`src/hw/rtl/ffra_ram.sv`:
```
`timescale 1ns / 1ps
`default_nettype none
// ----------------------------------------------------------------------------
// ffra_ram
// Generic single-write, single-read RAM with registered read data.
// ----------------------------------------------------------------------------
module ffra_ram #(
    parameter int WIDTH = 32,
    parameter int DEPTH = 8
) (
    input  logic                                  clk,
    input  logic                                  we,
    input  logic [(DEPTH > 1 ? $clog2(DEPTH) : 1)-1:0] waddr,
    input  logic [WIDTH-1:0]                      wdata,
    input  logic                                  re,
    input  logic [(DEPTH > 1 ? $clog2(DEPTH) : 1)-1:0] raddr,
    output logic [WIDTH-1:0]                      rdata
);

    logic [WIDTH-1:0] mem [DEPTH];

    always_ff @(posedge clk)
    begin
        if (we)
        begin
            mem[waddr] <= wdata;
        end
        if (re)
        begin
            rdata <= mem[raddr];
        end
    end

endmodule
`default_nettype wire

```
`config.mk`:
```
export PLATFORM = sky130hd
export DESIGN_NAME = ffra_ram
export DESIGN_NICKNAME = d
export VERILOG_FILES = /design/src/hw/rtl/ffra_ram.sv
export SDC_FILE = /design/constraint.sdc
export NUM_CORES = 1
export LEC_CHECK = 0
export ABC_AREA = 0
export BUFFER_PORTS_ARGS = -buffer_cell sky130_fd_sc_hd__buf_2
export CAP_MARGIN = 10
export CORE_MARGIN = 1
export CORE_UTILIZATION = 40
export CTS_BUF_LIST = sky130_fd_sc_hd__clkbuf_4
export DETAILED_ROUTE_END_ITERATION = 7
export PLACE_DENSITY = 0.67
export SLEW_MARGIN = 25
export SYNTH_ARGS = -nofsm -noshare
export SYNTH_HDL_FRONTEND = slang
export SYNTH_SLANG_ARGS = --single-unit
```
`constraint.sdc`:
```
create_clock -name clk -period 6.9 [get_ports clk]
set_input_delay 0.69 -clock clk [delete_from_list [all_inputs] [get_ports clk]]
set_output_delay 0.69 -clock clk [all_outputs]
set_load 0.005 [all_outputs]
```
==> run_results.csv <==
group,metric,value,unit
status,status,"finished, violations left",
status,violations,"DRC",
grt,grt_pass1_wl,31100,um
floorplan,initial_core_util,41.0,%
placed_design,gp_congestion,0.653,
grt,antenna_found_initial,3,
timing,finalClockSkew,0.0200,ns
cells_and_area,layout_common_cells,"edfxtp_1, clkbuf_4, buf_2",
clock_tree,tritoncts,"yes",
flow_run,max-cap-violations,0,
yosys,synth_nets,456,
clock_tree,cts.sinks,288,
worst_hold_path,whs_path_depth,1,
grt,grt_use_met2,25.7,%
timing,slew_violations,0,
cells_and_area,nFillCells,2155,
clock_tree,htree_levels,3,
setup_path,worst-path-max-fanout,33,
routing,drcViolationCount,12,
floorplan,std_cell_rows,59,
yosys,syn_area,10800,sq um
grt,grtUsageMet1,18.9,%
setup_path,crit_type,"input port to register",
setup_path,r2r-start,"mem[6][25]",
floorplan,die_h,166,um
cells_and_area,drive_gt1_share,42.1,%
yosys,synth-seq-cells,288,
routing,vias,4797,
pwr,vdd_drop_max,76.4,uV
timing,setup_viol,0,
setup_path,worstPathRequired,7.27,ns
setup_path,cp-end-kind,"register",
floorplan,dieArea,27600,sq um
yosys,ys_warn_count,0,
timing,fin_setup_tns,0,ns
worst_hold_path,holdPathEnd,"mem[5][6]",
yosys,syn_area_per_cell,26.0,sq um
timing,period_share,33.6,%
placed_design,dp_hpwl,10500,um
setup_path,worstReg2RegEnd,"rdata[25]",
setup_path,ff2ff_path_depth,2,
routing,ant_nets,0,
setup_path,cp-start-kind,"input port",
yosys,synth.distinct_cells,12,
timing,fmax,0.431,GHz
timing,rsz0062_at_grt,"no",
routing,first_iter_violations,298,
cells_and_area,layout_commonest_cell,"edfxtp_1",
floorplan,core,26300,sq um
timing,relSlewSlack,33.4,%
clock_tree,hold_buffers,0,
grt,grt_overflow,0,
pwr,leakage,0.00422,uW
floorplan,dieWidth,166,um
clock_tree,cts_buffers,72,
routing,first_pass_iters,6,
floorplan,pin_count,73,
yosys,ys_seq_area_share,80.2,%
pwr,power_density,279,nW/um^2
worst_hold_path,min_from,"wdata[6]",
grt,grt.total_usage,15.2,%
grt,top_usage_layer,"met2",
clock_tree,post_cts_buffers,0,
setup_path,critPathArrivalTime,2.69,ns
pwr,p_total,3480,uW
grt,grt_max_degree,65,
routing,routed_wirelength,20000,um
worst_hold_path,hold_class,"input port to register",
timing,worst_pin_slew,1.00,ns
cells_and_area,nNetsFinal,595,
routing,wl_per_cell,21.4,um
placed_design,port_buffers,72,
clock_tree,clkTransAtPathRegs,0.07,ns
clock_tree,clockRootBuffer,"clkbuf_4",
setup_path,rrSetupSlack,5.48,ns
timing,hold_violations,0,
routing,routed_via_density,5.13,
yosys,syn_inst,415,
grt,grt.met3_usage,4.12,%
clock_tree,cts_resized,0,
clock_tree,clock_latency,0.63,ns
cells_and_area,synthToLayoutAreaGrowth,15.6,%
grt,first_global_vias,5305,
clock_tree,clk_path_buf_depth,3,
timing,period_minus_slack,2.32,ns
==> registers in the layout (all words and copies together) (netlist names) <==
register and cells:
mem 256, rdata 32
==> kinds of logic after synthesis <==
logic type	share of synthesized area, %
buffers and inverters	1.18
muxes	18.1
and+or+nand+nor	0.545
DFF	80.2
==> how the worst max path moves through the flow <==
stage	startpoint	slack (ns)	end	cells past startpoint
floorplan	waddr[2]	3.36	mem[0][0]	2
CTS	raddr[0]	4.60	rdata[7]	4
global route	raddr[0]	4.49	rdata[17]	4
global placement	raddr[0]	3.92	rdata[16]	4
detailed placement	raddr[0]	3.88	rdata[4]	4
finish	raddr[0]	4.58	rdata[16]	4
==> stage by stage <==
stage	cells	area (sq um)	setup WS [ns]	hold slack, ns	util, %
2_1_floorplan	415	10800	3.36	0.716	-
3_3_place_gp	812	11600	3.92	0.722	44.0
3_5_place_dp	815	11600	3.88	0.738	44.3
4_1_cts	934	12500	4.60	0.255	47.4
5_1_grt	935	12500	4.49	0.282	47.4
6_report	936	12500	4.58	0.324	47.4
==> layer usage <==
layer | part of all wire, % | vias to the layer above
met3 | 5.7 | 23
met5 | 0.060 | -
met1 | 42 | 2502
met2 | 51 | 136
li1 | - | 2134
met4 | 1.3 | 2
==> layout make-up <==
cell class              instances  area (sq um)  area share, %
flip-flops and latches        288          8650           69.4
multi-input cells             109          2070           16.6
clock buffers                 101           758           6.08
repair buffers                 83           500           4.01
well taps                     335           419           3.36
clock inverters                18          70.1          0.562
diodes                          2          5.00         0.0401
==> worst max-delay path, cell delays in order <==
cell and delay, ns:
buf_4 0.48, buf_4 0.58, mux4_1 0.62, mux2_2 0.28
==> where the power goes <==
group	switching, uW	internal, uW
registers	16.2	2000
clock network	617	671
logic	92.5	84.3
total	725	2750
==> synth_stat cells <==
library cell / count / area [sq um]
nor3_1: 2 / 10.0
edfxtp_1: 288 / 8650
buf_1: 4 / 15.0
nor2_1: 6 / 22.5
mux4_2: 24 / 541
mux4_1: 40 / 1050
nand2b_1: 3 / 18.8
mux2_2: 32 / 360
buf_2: 6 / 30.0
clkbuf_1: 1 / 3.75
buf_6: 7 / 78.8
nand2_1: 2 / 7.51
Note: power is estimated with default switching activity, not from simulation.
